## config.mk

```make
export PLATFORM = sky130hd
export DESIGN_NAME = hdlc_bit_stuff_framer_flat
export DESIGN_NICKNAME = d
export VERILOG_FILES = /design/src/design/hbsf_pkg.sv /design/src/design/hbsf_if.sv /design/src/design/hbsf_front.sv /design/src/design/hbsf_queue.sv /design/src/design/hbsf_back.sv /design/src/design/hdlc_bit_stuff_framer.sv /design/src/flat_wrapper.sv
export SDC_FILE = /design/constraint.sdc
export NUM_CORES = 1
export LEC_CHECK = 0
export ABC_AREA = 1
export BUFFER_PORTS_ARGS = -buffer_cell sky130_fd_sc_hd__buf_2
export CORE_AREA = 2 2 65 67
export DETAILED_ROUTE_END_ITERATION = 10
export DIE_AREA = 0 0 67 69
export PLACE_DENSITY = 0.55
export SYNTH_ARGS = -nofsm -noshare
export SYNTH_HDL_FRONTEND = slang
export SYNTH_SLANG_ARGS = --single-unit
```

## constraint.sdc

```tcl
create_clock -name clk -period 3.9 [get_ports clk]
set_clock_uncertainty 0.15 [all_clocks]
set_input_delay 0.195 -clock clk [delete_from_list [all_inputs] [get_ports clk]]
set_output_delay 0.195 -clock clk [all_outputs]
set_load 0.05 [all_outputs]
```

## src/design/hbsf_pkg.sv

```systemverilog
// package for the hdlc bit stuffing framer
// shared constants, queue entry type and front/back control structs
// no dependencies
`timescale 1ns / 1ps
`default_nettype none

package hbsf_pkg;

    localparam int RUN_LIMIT   = 5;
    localparam int RUN_W       = 3;

    localparam logic [7:0] FLAG_BYTE = 8'h7E;
    localparam int FLAG_LEN    = 8;
    localparam int IDX_W       = $clog2(FLAG_LEN);

    localparam int QUEUE_DEPTH = 2;
    localparam int QPTR_W      = $clog2(QUEUE_DEPTH);
    localparam int QCNT_W      = $clog2(QUEUE_DEPTH + 1);

    localparam logic MODE_STUFF   = 1'b0;
    localparam logic MODE_DESTUFF = 1'b1;

    typedef struct packed {
        logic data;
        logic pre_flag;
        logic stuff_zero;
        logic post_flag;
    } desc_t;

    typedef struct packed {
        logic  push;
        desc_t desc;
    } q_wr_t;

    typedef struct packed {
        logic  valid;
        desc_t desc;
    } q_rd_t;

endpackage

`default_nettype wire

```

## src/design/hbsf_if.sv

```systemverilog
// channel interfaces for the hdlc bit stuffing framer
// input bits, output bits and mode write channel; no dependencies
`timescale 1ns / 1ps
`default_nettype none

interface hbsf_in_if;
    logic valid;
    logic ready;
    logic data_bit;
    logic first_bit;
    logic last_bit;

    modport source (output valid, output data_bit, output first_bit, output last_bit,
                    input ready);
    modport sink (input valid, input data_bit, input first_bit, input last_bit,
                  output ready);
endinterface

interface hbsf_out_if;
    logic valid;
    logic ready;
    logic out_bit;
    logic run_last;

    modport source (output valid, output out_bit, output run_last, input ready);
    modport sink (input valid, input out_bit, input run_last, output ready);
endinterface

interface hbsf_cfg_if;
    logic valid;
    logic ready;
    logic mode;

    modport source (output valid, output mode, input ready);
    modport sink (input valid, input mode, output ready);
endinterface

`default_nettype wire

```

## src/design/hbsf_front.sv

```systemverilog
// front end: accepts frame bits, tracks the ones run and the mode register
// builds one queue entry per bit that produces output; uses hbsf_pkg, hbsf_if
`timescale 1ns / 1ps
`default_nettype none

module hbsf_front (
    input  wire logic          clk,
    input  wire logic          rst_n,
    hbsf_in_if.sink            din,
    hbsf_cfg_if.sink           cfg,
    input  wire logic          q_full,
    output hbsf_pkg::q_wr_t    q_wr
);

    logic                       mode_reg;
    logic [hbsf_pkg::RUN_W-1:0] ones_run_reg;
    logic [hbsf_pkg::RUN_W-1:0] ones_run_next;
    logic                       skip_reg;
    logic                       skip_next;

    logic                       accept;
    logic                       cfg_write;
    logic                       emit;
    logic                       hit;
    logic [hbsf_pkg::RUN_W-1:0] run_start;
    logic [hbsf_pkg::RUN_W-1:0] run_inc;
    logic                       skip_start;
    hbsf_pkg::desc_t            desc;

    assign din.ready = !q_full;
    assign cfg.ready = 1'b1;
    assign accept    = din.valid && din.ready;
    assign cfg_write = cfg.valid && cfg.ready;

    always_comb
    begin
        run_start  = din.first_bit ? '0 : ones_run_reg;
        skip_start = din.first_bit ? 1'b0 : skip_reg;
        run_inc    = din.data_bit ? run_start + 1'b1 : '0;
        hit        = (run_inc == hbsf_pkg::RUN_W'(hbsf_pkg::RUN_LIMIT));

        desc.data       = din.data_bit;
        desc.pre_flag   = 1'b0;
        desc.stuff_zero = 1'b0;
        desc.post_flag  = 1'b0;

        if (mode_reg == hbsf_pkg::MODE_STUFF)
        begin
            emit            = 1'b1;
            desc.pre_flag   = din.first_bit;
            desc.stuff_zero = hit;
            desc.post_flag  = din.last_bit;
            ones_run_next   = hit ? '0 : run_inc;
            skip_next       = skip_start;
        end
        else if (skip_start)
        begin
            // bit after a full run is dropped
            emit          = 1'b0;
            ones_run_next = '0;
            skip_next     = 1'b0;
        end
        else
        begin
            emit          = 1'b1;
            ones_run_next = hit ? '0 : run_inc;
            skip_next     = hit;
        end

        if (din.last_bit)
        begin
            ones_run_next = '0;
            skip_next     = 1'b0;
        end
    end

    assign q_wr.push = accept && emit;
    assign q_wr.desc = desc;

    always_ff @(posedge clk or negedge rst_n)
    begin
        if (!rst_n)
        begin
            mode_reg     <= hbsf_pkg::MODE_STUFF;
            ones_run_reg <= '0;
            skip_reg     <= 1'b0;
        end
        else if (cfg_write)
        begin
            mode_reg     <= cfg.mode;
            ones_run_reg <= '0;
            skip_reg     <= 1'b0;
        end
        else if (accept)
        begin
            ones_run_reg <= ones_run_next;
            skip_reg     <= skip_next;
        end
    end

endmodule

`default_nettype wire

```

## src/design/hbsf_queue.sv

```systemverilog
// short queue of bit descriptors between front and back end
// uses hbsf_pkg
`timescale 1ns / 1ps
`default_nettype none

module hbsf_queue (
    input  wire logic          clk,
    input  wire logic          rst_n,
    input  wire hbsf_pkg::q_wr_t q_wr,
    output logic               q_full,
    input  wire logic          q_pop,
    output hbsf_pkg::q_rd_t    q_rd
);

    hbsf_pkg::desc_t             entry_reg [hbsf_pkg::QUEUE_DEPTH];
    logic [hbsf_pkg::QPTR_W-1:0] wr_ptr_reg;
    logic [hbsf_pkg::QPTR_W-1:0] rd_ptr_reg;
    logic [hbsf_pkg::QCNT_W-1:0] count_reg;

    localparam logic [hbsf_pkg::QPTR_W-1:0] PTR_LAST =
        hbsf_pkg::QPTR_W'(hbsf_pkg::QUEUE_DEPTH - 1);

    assign q_full     = (count_reg == hbsf_pkg::QCNT_W'(hbsf_pkg::QUEUE_DEPTH));
    assign q_rd.valid = (count_reg != '0);
    assign q_rd.desc  = entry_reg[rd_ptr_reg];

    always_ff @(posedge clk)
    begin
        if (q_wr.push)
        begin
            entry_reg[wr_ptr_reg] <= q_wr.desc;
        end
    end

    always_ff @(posedge clk or negedge rst_n)
    begin
        if (!rst_n)
        begin
            wr_ptr_reg <= '0;
            rd_ptr_reg <= '0;
            count_reg  <= '0;
        end
        else
        begin
            if (q_wr.push)
            begin
                wr_ptr_reg <= (wr_ptr_reg == PTR_LAST) ? '0 : wr_ptr_reg + 1'b1;
            end
            if (q_pop)
            begin
                rd_ptr_reg <= (rd_ptr_reg == PTR_LAST) ? '0 : rd_ptr_reg + 1'b1;
            end
            if (q_wr.push && !q_pop)
            begin
                count_reg <= count_reg + 1'b1;
            end
            else if (q_pop && !q_wr.push)
            begin
                count_reg <= count_reg - 1'b1;
            end
        end
    end

endmodule

`default_nettype wire

```

## src/design/hbsf_back.sv

```systemverilog
// back end: serializes one descriptor into flag, data and stuffed bits
// a registered output bit per cycle unless stalled; uses hbsf_pkg, hbsf_if
`timescale 1ns / 1ps
`default_nettype none

module hbsf_back (
    input  wire logic          clk,
    input  wire logic          rst_n,
    input  wire hbsf_pkg::q_rd_t q_rd,
    output logic               q_pop,
    hbsf_out_if.source         dout
);

    localparam int          PH_W     = 3;
    localparam logic [PH_W-1:0] PH_START = 3'd0;
    localparam logic [PH_W-1:0] PH_PRE   = 3'd1;
    localparam logic [PH_W-1:0] PH_DATA  = 3'd2;
    localparam logic [PH_W-1:0] PH_STUFF = 3'd3;
    localparam logic [PH_W-1:0] PH_POST  = 3'd4;

    localparam logic [hbsf_pkg::IDX_W-1:0] IDX_TOP =
        hbsf_pkg::IDX_W'(hbsf_pkg::FLAG_LEN - 1);

    logic [PH_W-1:0]            phase_reg;
    logic [PH_W-1:0]            phase_next;
    logic [hbsf_pkg::IDX_W-1:0] idx_reg;
    logic [hbsf_pkg::IDX_W-1:0] idx_next;
    logic                       out_valid_reg;
    logic                       out_bit_reg;
    logic                       run_last_reg;

    logic [PH_W-1:0]            cur_phase;
    logic                       bit_val;
    logic                       done;
    logic                       advance;

    assign cur_phase = (phase_reg == PH_START) ?
                       (q_rd.desc.pre_flag ? PH_PRE : PH_DATA) : phase_reg;

    always_comb
    begin
        bit_val    = 1'b0;
        done       = 1'b0;
        phase_next = cur_phase;
        idx_next   = idx_reg;
        case (cur_phase)
            PH_PRE:
            begin
                bit_val = hbsf_pkg::FLAG_BYTE[idx_reg];
                if (idx_reg == '0)
                begin
                    phase_next = PH_DATA;
                    idx_next   = IDX_TOP;
                end
                else
                begin
                    idx_next = idx_reg - 1'b1;
                end
            end
            PH_DATA:
            begin
                bit_val = q_rd.desc.data;
                if (q_rd.desc.stuff_zero)
                begin
                    phase_next = PH_STUFF;
                end
                else if (q_rd.desc.post_flag)
                begin
                    phase_next = PH_POST;
                    idx_next   = IDX_TOP;
                end
                else
                begin
                    done = 1'b1;
                end
            end
            PH_STUFF:
            begin
                bit_val = 1'b0;
                if (q_rd.desc.post_flag)
                begin
                    phase_next = PH_POST;
                    idx_next   = IDX_TOP;
                end
                else
                begin
                    done = 1'b1;
                end
            end
            PH_POST:
            begin
                bit_val = hbsf_pkg::FLAG_BYTE[idx_reg];
                if (idx_reg == '0)
                begin
                    done = 1'b1;
                end
                else
                begin
                    idx_next = idx_reg - 1'b1;
                end
            end
            default:
            begin
                done = 1'b1;
            end
        endcase
        if (done)
        begin
            phase_next = PH_START;
            idx_next   = IDX_TOP;
        end
    end

    assign advance    = q_rd.valid && (!out_valid_reg || dout.ready);
    assign q_pop      = advance && done;
    assign dout.valid    = out_valid_reg;
    assign dout.out_bit  = out_bit_reg;
    assign dout.run_last = run_last_reg;

    always_ff @(posedge clk or negedge rst_n)
    begin
        if (!rst_n)
        begin
            phase_reg     <= PH_START;
            idx_reg       <= IDX_TOP;
            out_valid_reg <= 1'b0;
        end
        else if (advance)
        begin
            phase_reg     <= phase_next;
            idx_reg       <= idx_next;
            out_valid_reg <= 1'b1;
        end
        else if (dout.ready)
        begin
            out_valid_reg <= 1'b0;
        end
    end

    always_ff @(posedge clk)
    begin
        if (advance)
        begin
            out_bit_reg  <= bit_val;
            run_last_reg <= done;
        end
    end

endmodule

`default_nettype wire

```

## src/design/hdlc_bit_stuff_framer.sv

```systemverilog
// hdlc bit stuffing framer: input bits pass through the queue, then the output register
// output: one bit per cycle unless stalled, from the back end serializer's output register
// an input bit gives its data bit plus any flags and stuffed zero; dropped bits give none
// input accepts while the two-entry queue has room
// reset clears mode to stuff, run count, pending drop, queue and output valid
// top level; uses hbsf_pkg, hbsf_if, hbsf_front, hbsf_queue, hbsf_back
`timescale 1ns / 1ps
`default_nettype none

module hdlc_bit_stuff_framer (
    input  wire logic clk,
    input  wire logic rst_n,
    hbsf_in_if.sink   din,
    hbsf_cfg_if.sink  cfg,
    hbsf_out_if.source dout
);

    hbsf_pkg::q_wr_t q_wr;
    hbsf_pkg::q_rd_t q_rd;
    logic            q_full;
    logic            q_pop;

    hbsf_front u_front (
        .clk    (clk),
        .rst_n  (rst_n),
        .din    (din),
        .cfg    (cfg),
        .q_full (q_full),
        .q_wr   (q_wr)
    );

    hbsf_queue u_queue (
        .clk    (clk),
        .rst_n  (rst_n),
        .q_wr   (q_wr),
        .q_full (q_full),
        .q_pop  (q_pop),
        .q_rd   (q_rd)
    );

    hbsf_back u_back (
        .clk   (clk),
        .rst_n (rst_n),
        .q_rd  (q_rd),
        .q_pop (q_pop),
        .dout  (dout)
    );

endmodule

`default_nettype wire

```

## src/flat_wrapper.sv

```systemverilog
// flat-port wrapper written by rule: the top's interface ports become plain ports
module hdlc_bit_stuff_framer_flat 
  (clk, rst_n, din_valid, din_data_bit, din_first_bit, din_last_bit, din_ready, cfg_valid, cfg_mode, cfg_ready, dout_valid, dout_out_bit, dout_run_last, dout_ready);
  hbsf_in_if din_i ();
  hbsf_cfg_if cfg_i ();
  hbsf_out_if dout_i ();
  input  wire logic clk;
  input  wire logic rst_n;
  input wire logic [$bits(din_i.valid)-1:0] din_valid;
  input wire logic [$bits(din_i.data_bit)-1:0] din_data_bit;
  input wire logic [$bits(din_i.first_bit)-1:0] din_first_bit;
  input wire logic [$bits(din_i.last_bit)-1:0] din_last_bit;
  output wire logic [$bits(din_i.ready)-1:0] din_ready;
  input wire logic [$bits(cfg_i.valid)-1:0] cfg_valid;
  input wire logic [$bits(cfg_i.mode)-1:0] cfg_mode;
  output wire logic [$bits(cfg_i.ready)-1:0] cfg_ready;
  output wire logic [$bits(dout_i.valid)-1:0] dout_valid;
  output wire logic [$bits(dout_i.out_bit)-1:0] dout_out_bit;
  output wire logic [$bits(dout_i.run_last)-1:0] dout_run_last;
  input wire logic [$bits(dout_i.ready)-1:0] dout_ready;
  assign din_i.valid = din_valid;
  assign din_i.data_bit = din_data_bit;
  assign din_i.first_bit = din_first_bit;
  assign din_i.last_bit = din_last_bit;
  assign din_ready = din_i.ready;
  assign cfg_i.valid = cfg_valid;
  assign cfg_i.mode = cfg_mode;
  assign cfg_ready = cfg_i.ready;
  assign dout_valid = dout_i.valid;
  assign dout_out_bit = dout_i.out_bit;
  assign dout_run_last = dout_i.run_last;
  assign dout_i.ready = dout_ready;
  hdlc_bit_stuff_framer u_core (.clk(clk), .rst_n(rst_n), .din(din_i), .cfg(cfg_i), .dout(dout_i));
endmodule
```

# --- Word level (Yosys, flattened, before mapping) ---
# Memories as Yosys holds them, arrays and structs flattened.
# Index checks and enable logic that the tools add are counted.
word_totals:
  n_memories: 2
  inputBits: 9
  mem_bits_ro: 8
  register_bits: 18
  ram_bits: 8
mem_list:
  columns: ["memory", "depth", "width", "rd", "rd_clocked_by_memory_dff", "wr", "line", "source"]
  rows:
  - ["(no name shown)", 8, 1, 1, 0, 0, "hbsf_back.sv:92", "bit_val = hbsf_pkg::FLAG_BYTE[idx_reg];"]
  - ["u_core.u_queue.entry_reg", 2, 4, 1, 0, 1, "hbsf_queue.sv:15", "hbsf_pkg::desc_t entry_reg [hbsf_pkg::QUEUE_DEPTH];"]
classes:
  eq_ne: 8
  add_sub_neg: 6
  mux: 44
  n_reduce_logical: 20
  n_lt_le_gt_ge: 1
op_table:
  columns: ["cell", "count"]
  rows:
  - ["3-bit two-way mux", 19]
  - ["1-bit two-way mux", 18]
  - ["3-bit case mux with 4 select lines", 1]
  - ["3-bit case mux with 3 select lines", 1]
  - ["2-bit nonzero test", 4]
  - ["3-bit by 2-bit == test with 1-bit output, second input constant", 2]
  - ["3-bit == test, second input constant", 2]
  - ["1-bit logical AND", 6]
  - ["3-bit zero test", 2]
  - ["2-bit two-way mux", 3]
  - ["3-bit != test, second input constant", 2]
  - ["5-bit nonzero test", 1]
  - ["1-bit zero test", 4]
  - ["3-bit by 4-bit less-than comparator with 1-bit output, second input constant", 1]
  - ["1-bit case mux with 4 select lines", 1]
  - ["4-bit AND reduction", 1]
  - ["3-bit by 1-bit adder with 3-bit output, second input constant", 1]
  - ["3-bit by 1-bit == test with 1-bit output, second input constant", 1]
  - ["3-bit by 1-bit subtractor with 3-bit output, second input constant", 1]
  - ["1-bit adder, second input constant", 2]
  - ["2-bit by 1-bit adder with 2-bit output, second input constant", 1]
  - ["2-bit == test, second input constant", 1]
  - ["1-bit case mux with 2 select lines", 1]
  - ["2-bit OR reduction", 1]
  - ["other kinds (2)", 2]

# --- Depth between registers and ports, before layout ---
# Gate-level depths: netlist of run 1.
logic_depth:
  word_depth: 10
  ltp_mapped: 13
  ltp_nobuf: 13

# --- By module ---
# A second synthesis of run 1 with hierarchy kept.
unflattened:
  cells_unflattened: 189
  hier_area_um2: 1546.5
modules_own_cells:
  columns: ["module", "area_each_um2", "n_inst", "cells_each"]
  rows:
  - ["hbsf_back", 679.4, 1, 94]
  - ["hbsf_queue", 491.7, 1, 37]
  - ["hbsf_front", 375.4, 1, 58]

# --- Worst setup path after synthesis of run 1 ---
# OpenSTA, ideal clock, no wires.
synth_path:
  path_type: "register to register"
  start: "reg u_core.u_back.idx_reg[0] in the netlist's numbering"
  end: "reg u_core.u_queue.count_reg[1] in the netlist's numbering"
  path_slack_ns: 1.669
  arrival_time_ns: 1.950
  stages_incl_launch_ff: 14
  path_buffers: 0
  period_less_slack_ns: 2.231
  t_required_ns: 3.619
  path_cell_list: "dfstp_2 inv_1 ha_1 inv_1 nor2_1 inv_1 a21oi_1 nor2_4 nand2_4 nand2_4 ha_1 a21oi_1 o21ai_0 xor2_1"
synth_between:
  elab_chain_len: 7
synth_lines:
  columns: ["item", "line", "source"]
  rows:
  - ["from (decl)", "hbsf_back.sv:26", "logic [hbsf_pkg::IDX_W-1:0] idx_reg;"]
  - ["from (signal assigned)", "hbsf_back.sv:131", "idx_reg <= idx_next;"]
  - ["3-bit zero test (*)", "hbsf_back.sv:93", "if (idx_reg == '0)"]
  - ["1-bit two-way mux (*)", "hbsf_back.sv:93", null]
  - ["1-bit case mux with 4 select lines (*)", "hbsf_back.sv:46", "case (cur_phase)"]
  - ["via u_core.u_back.done", "hbsf_back.sv:34", "logic done;"]
  - ["1-bit logical AND (*)", "hbsf_back.sv:115", "assign q_pop = advance && done;"]
  - ["1-bit zero test", "hbsf_queue.sv:53", "if (q_wr.push && !q_pop)"]
  - ["1-bit logical AND", "hbsf_queue.sv:53", null]
  - ["2-bit two-way mux / 2-bit nonzero test (equally long branches)", null, null]
  - ["to (signal assigned)", "hbsf_queue.sv:55", "count_reg <= count_reg + 1'b1;"]
  - ["to (signal assigned)", "hbsf_queue.sv:59", "count_reg <= count_reg - 1'b1;"]
  - ["to (decl)", "hbsf_queue.sv:18", "logic [hbsf_pkg::QCNT_W-1:0] count_reg;"]
# Mark *: on every way through the listed nets, which the timed path passes. The rest lies on a longest branch.
# A chain may end at the register's enable or synchronous reset.

# --- Final worst setup path of run 1 ---
# Same ends and word-level chain as after synthesis.

==> flow_metrics.py, run 1 <==
metrics = {
    "routing": {
        "drt_iter0_markers": 41,
        "wire_per_inst_microns": 10.9,
        "dr_total_vias": 1163,
        "firstDrtPassIters": 4,
        "final_antenna_net_count": 0,
        "route.detailed.drc": 0,
        "drt-vias-per-instance": 4.54,
        "drt-total-wl_microns": 2790,
    },
    "timing": {
        "finalSetupViolCount": 0,
        "setup_tns_ns": 0,
        "slew_violations": 0,
        "fmax_ghz": 0.413,
        "finalCritPeriodShare_pct": 62.1,
        "min_period_ns": 2.42,
        "rsz0062_at_grt": "false",
        "whs_ns": -0.000489,
        "finalHoldViolations": 1,
    },
    "power_and_ir_drop": {
        "ir_worst_vdd_uv": 296,
        "leakage_uw": 0.000840,
        "power_density_nw_per_um2": 794,
    },
    "critical_path": {
        "path_buf_inv": 3,
        "r2r_end": "u_core.u_queue.count_reg[1]",
        "r2r-start": "u_core.u_back.idx_reg[0]",
        "cp-start-kind": "register",
        "cp.required_ns": 3.90,
        "path_class": "reg2reg",
        "cp_top_family": "adder cells",
        "endpoint_kind": "register",
        "r2r_cells": 13,
        "path_cells": "inv_1 > ha_1 > inv_1 > nor2_1 > inv_1 > a21oi_1 > nor2_4 > nand2_4 > nand2_4 > ha_1 > a21oi_1 > o21ai_0 > xor2_1",
        "timing.critical_path.mode_cell": "inv_1",
        "cpMaxStageDelayCell": "dfstp_2",
        "r2r_setup_slack_ns": 1.48,
        "worst-path-max-fanout": 5,
        "cp_slowest_stage_delay_ns": 0.38,
        "worst_ep_arrival_time_ns": 2.42,
    },
    "synth": {
        "synthCells": 189,
        "synth_fp_nets": 203,
        "synth_area_sq_um": 1530,
        "ys_warn_count": 0,
        "synth_compound_area_share_pct": 9.84,
        "synth_top_family_by_area": "simple AND/OR/NAND/NOR gates",
        "avgSynthCellArea_sq_um": 8.07,
        "synthMuxAreaShare_pct": 0,
        "synthAdderAreaFrac_pct": 4.10,
        "ys_ff_latch": 26,
        "ys_seq_area_share_pct": 46.2,
        "synthDistinctLibCells": 30,
        "synth_xor_area_share_pct": 1.72,
        "synthSimpleGateAreaFrac_pct": 30.3,
    },
    "placed_design": {
        "gp_routability_congestion": 0.846,
        "hpwl_microns": 2260,
        "portBuffers": 12,
        "placed_cell_area_sq_um": 1640,
        "placed_cells": 250,
    },
    "floorplanning": {
        "core_area_sq_um": 3910,
        "io_pins": 14,
        "die_x_microns": 67,
        "die_y_microns": 69,
        "fp-row-count": 23,
        "die_area_sq_um": 4620,
        "start_util_pct": 39.0,
    },
    "clocking": {
        "path_clk_slew_ns": 0.08,
        "cts_tree": "yes",
        "cts_sinks": 26,
        "root_buffer": "clkbuf_8",
        "ctsResizeCount": 0,
        "cts-htree-levels": 1,
        "insertion_delay_ns": 0.27,
        "clk_path_buf_depth": 2,
        "numCtsBuffers": 3,
    },
    "hold_path": {
        "hold_path_class": "in2reg",
        "hold_path_depth": 3,
        "hp-start": "cfg_mode",
        "hold_end": "u_core.u_front.mode_reg",
    },
    "final_layout": {
        "antenna_cells": 0,
        "largest_register_ffs": 8,
        "synthToLayoutAreaGrowth_pct": 11.8,
        "multiInputGateArea_sq_um": 704,
        "design_area_sq_um": 1710,
        "layout.cells.non_filler": 256,
        "fin_nets": 221,
        "drive_gt1_share_pct": 19.4,
        "regArea_sq_um": 704,
        "nFillCells": 418,
    },
    "run": {
        "maxCapViolations": 0,
    },
    "run_status": {
        "outcome": "finished with violations",
        "violations": "negative hold slack",
    },
    "global_route": {
        "grt_overflow_total": 0,
        "grt_max_degree": 17,
        "grt_pass1_vias": 1205,
        "grtUsageTotal_pct": 14.0,
        "grt_antenna_before_repair": 0,
        "grt_pass1_wl_microns": 5060,
    },
}
==> power by group <==
part	internal, uW	leakage [uW]	switching [uW]
registers	401	0.000292	74.1
logic	236	0.000526	490
clock network	73.0	0.0000228	80.4
==> worst reg2reg max path, stage by stage, from the launching register on <==
cell and delay (ns):
dfstp_2 0.38, inv_1 0.10, ha_1 0.15, inv_1 0.04, nor2_1 0.23, inv_1 0.09, a21oi_1 0.23, nor2_4 0.08
nand2_4 0.11, nand2_4 0.05, ha_1 0.32, a21oi_1 0.11, o21ai_0 0.11, xor2_1 0.15
==> logic make-up after synthesis <==
group	Yosys count
XOR/XNOR	3
AND/OR/NAND/NOR	100
adder cells (fa/ha/maj)	5
other	1
AO/OA/AOI/OAI	24
buffers and inverters	30
flip-flops	26
==> how the worst max path moves through the flow <==
| stage | to | cells after the start | startpoint | slack (ns) |
|---|---|---|---|---|
| final | u_core.u_queue.count_reg[1] | 13 | u_core.u_back.idx_reg[0] | 1.48 |
| after CTS | u_core.u_queue.count_reg[1] | 13 | u_core.u_back.idx_reg[0] | 1.47 |
| after detailed placement | u_core.u_queue.count_reg[1] | 13 | u_core.u_back.idx_reg[0] | 1.49 |
| after floorplan | u_core.u_queue.count_reg[1] | 13 | u_core.u_back.idx_reg[0] | 1.67 |
| after global placement | u_core.u_queue.count_reg[1] | 13 | u_core.u_back.idx_reg[0] | 1.57 |
| after global routing | u_core.u_queue.count_reg[1] | 13 | u_core.u_back.idx_reg[0] | 1.27 |
==> cells in the mapped netlist (all sizes together) <==
cell,instances,area share (%)
dfstp,3,5.2
conb,1,0.25
dfrtp,13,21
nand3,9,4.4
buf,1,0.49
o21ai,14,5.3
xnor2,1,0.57
o21bai,1,0.49
a21oi,7,3.0
o211ai,2,0.98
nor3,1,0.33
nor2,26,7.5
nand3b,1,0.49
inv,29,7.1
xor2,2,1.1
nand2,61,17
or2,1,0.41
and3,1,0.41
ha,5,4.1
edfxtp,10,20
==> stage by stage <==
stage | power, uW | setup WS, ns | utilization [%]
floorplan | 1060 | 1.67 | -
global placement | 1200 | 1.57 | 41.9
detailed placement | 1210 | 1.49 | 41.9
CTS | 1370 | 1.47 | 43.6
global route | 1490 | 1.27 | 43.6
finish | 1350 | 1.48 | 43.6
==> cells in the final DEF, fill, tap and decap left out, drive strengths merged <==
cell type,synthesis,final
nand3b,1,1
or2,1,1
and3,1,1
xnor2,1,1
inv,29,29
buf,1,12
nor3,1,1
nand3,9,9
a21oi,7,7
o21bai,1,1
dlygate4sd3,0,2
nand2,61,61
o211ai,2,2
ha,5,5
edfxtp,10,10
o21ai,14,14
nor2,26,26
conb,1,1
xor2,2,2
dfstp,3,3
dfrtp,13,13
clkbuf,0,4
==> cell type report <==
type	count	area share, %
flip-flops and latches	26	41.3
multi-input cells	133	41.3
inverters	29	6.38
repair buffers	14	4.70
well taps	50	3.67
clock buffers	4	2.64
==> per-layer routing <==
metal	part of all wire, %	global-route usage [%]	routed length, microns	vias up
li1	-	-	-	623
met1	45	16.8	1270	529
met2	52	24.9	1450	9
met3	1.9	2.45	53	2
met4	0.75	4.08	21	0
met5	0	0	0	-
==> repair_timing <==
| item | in CTS | in global routing |
|---|---|---|
| hold buffers | 2 | 0 |
| endpoints found under the hold margin | 17 | 0 |
| buffers inserted | 0 | 0 |
Note: power is estimated with default switching activity, not from simulation.
==> run 2: changes to the inputs <==
- PLACE_DENSITY: 0.55 -> 0.57
- clock period: 3.9 -> 2.15 ns (I/O delays scaled with it)
==> run 2 against run 1 <==
Net effect:
- the run now ends clean
- fmax is 18% higher
- via count is 4.6% higher
- clock-buffer cell count is 1 lower
- utilization is 4.1 points higher
- critical path depth stayed put
- sequential power is 77% higher
- sequential cell count stayed put
- highest routed layer unchanged
- final cell count is 6.6% higher
- critical endpoint unchanged
- global-route usage is 0.19 points lower
==> flow_metrics.py, run 2 (synthesized netlist as in run 1, its figures left out) <==
metrics = {
    "routing": {
        "drt_iter0_markers": 36,
        "drt-vias-per-instance": 4.46,
        "drt-total-wl_microns": 2800,
        "firstDrtPassIters": 4,
        "final_antenna_net_count": 0,
        "dr_total_vias": 1217,
        "route.detailed.drc": 0,
        "wire_per_inst_microns": 10.2,
    },
    "final_layout": {
        "final_cell_mix": "nand2_1, inv_1, nor2_1",
        "largest_register_ffs": 8,
        "antenna_cells": 0,
        "fin_nets": 238,
        "drive_gt1_share_pct": 26.0,
        "synthToLayoutAreaGrowth_pct": 22.3,
        "layout_commonest_cell": "nand2_1",
        "nFillCells": 424,
    },
    "timing": {
        "fmax_ghz": 0.489,
        "slew_violations": 0,
        "finalHoldViolations": 0,
        "finalSetupViolCount": 0,
        "setup_tns_ns": 0,
        "whs_ns": 0.00762,
        "min_period_ns": 2.05,
        "finalCritPeriodShare_pct": 95.1,
    },
    "floorplanning": {
        "die_y_microns": 69,
        "fp-row-count": 23,
        "die_area_sq_um": 4620,
        "io_pins": 14,
        "core_area_sq_um": 3910,
        "start_util_pct": 39.0,
        "die_x_microns": 67,
    },
    "clocking": {
        "numCtsBuffers": 3,
        "cts_sinks": 26,
        "root_buffer": "clkbuf_8",
        "clk_path_buf_depth": 2,
        "cts-htree-levels": 1,
        "insertion_delay_ns": 0.27,
        "path_clk_slew_ns": 0.09,
        "cts_tree": "yes",
    },
    "global_route": {
        "grt_pass1_vias": 1178,
        "grt_max_degree": 17,
        "grtUsageTotal_pct": 13.8,
        "grt_pass1_wl_microns": 5020,
        "grt_antenna_before_repair": 0,
        "grt_overflow_total": 0,
    },
    "critical_path": {
        "path_class": "reg2reg",
        "worst_ep_arrival_time_ns": 2.05,
        "worst-path-max-fanout": 2,
        "cp.required_ns": 2.15,
        "endpoint_kind": "register",
        "cp-start-kind": "register",
    },
    "run_status": {
        "outcome": "finished clean",
    },
    "placed_design": {
        "gp_routability_congestion": 0.845,
        "portBuffers": 12,
        "hpwl_microns": 2130,
    },
    "hold_path": {
        "hold_path_class": "in2reg",
    },
    "run": {
        "maxCapViolations": 0,
    },
    "power_and_ir_drop": {
        "leakage_uw": 0.000919,
        "ir_worst_vdd_uv": 555,
        "power_density_nw_per_um2": 1440,
    },
}
run 2: cell types whose count changed in the layout (fill, tap and decap cells not counted), sizes merged:
cell         delta
dlygate4sd3     +4
clkinv          +1
clkbuf          -1
buf            +13
run 2: final timing paths:
path                                        startpoint                              to  slack (ns)  depth (start not counted)
min                                          cfg_valid  u_core.u_front.ones_run_reg[2]       0.008                          4
max                           u_core.u_back.idx_reg[0]     u_core.u_queue.count_reg[1]        0.10                         13
min in group asynchronous                        rst_n     u_core.u_queue.count_reg[1]        0.14                          2
max reg2reg                   u_core.u_back.idx_reg[0]     u_core.u_queue.count_reg[1]        0.10                         13
min reg2reg                u_core.u_queue.count_reg[0]     u_core.u_queue.count_reg[0]        0.33                          1
max in group asynchronous                        rst_n        u_core.u_back.idx_reg[1]        1.39                          2
run 2: per-stage QoR:
stage	cell area [sq um]	total power [uW]	instances	setup slack (ns)	utilization [%]
2_1_floorplan	1530	1940	189	0.0190	-
3_5_place_dp	1720	2330	260	-0.00798	44.0
6_report	1870	2680	273	0.104	47.7
3_3_place_gp	1720	2330	260	0.0407	44.0
5_1_grt	1870	2960	273	-0.0107	47.7
4_1_cts	1840	2650	272	0.0245	47.1
run 2: layout make-up:
| cell class | instances | area, sq um | area share (%) |
|---|---|---|---|
| Multi-Input combinational cell | 133 | 727 | 39.0 |
| Sequential cell | 26 | 704 | 37.8 |
| Timing Repair Buffer | 31 | 218 | 11.7 |
| Inverter | 29 | 109 | 5.83 |
| Tap cell | 50 | 62.6 | 3.35 |
| Clock buffer | 3 | 41.3 | 2.21 |
| Clock inverter | 1 | 3.75 | 0.201 |
run 2: worst max-delay path, cell delays in order, from the launching register on:
cell and delay [ns]:
dfstp_2 0.54, inv_1 0.05, ha_1 0.18, inv_1 0.06
nor2_2 0.04, inv_2 0.06, a21oi_2 0.06, nor2_4 0.14
nand2_4 0.07, nand2_4 0.07, ha_4 0.21, a21oi_2 0.09
o21ai_1 0.08, xor2_1 0.15
run 2: report_power, final:
group	switching, uW	internal (uW)
combinational	962	604
clock	151	128
sequential	112	727
total	1220	1460
run 2: timing repair:
item / in CTS / in global routing
hold buffers: 6 / 0
resized for setup: 1 / 3
setup buffers: 2 / 1
pin swaps: 0 / 1
endpoints found under the hold margin: 21 / 0
endpoints found under the setup margin: 1 / 1
run 2: per-layer routing:
metal	track usage, %	wire length [microns]	vias up
met3	2.45	70	4
met4	2.72	21	0
li1	-	-	660
met5	0	0	-
met2	23.3	1330	16
met1	18.2	1370	537
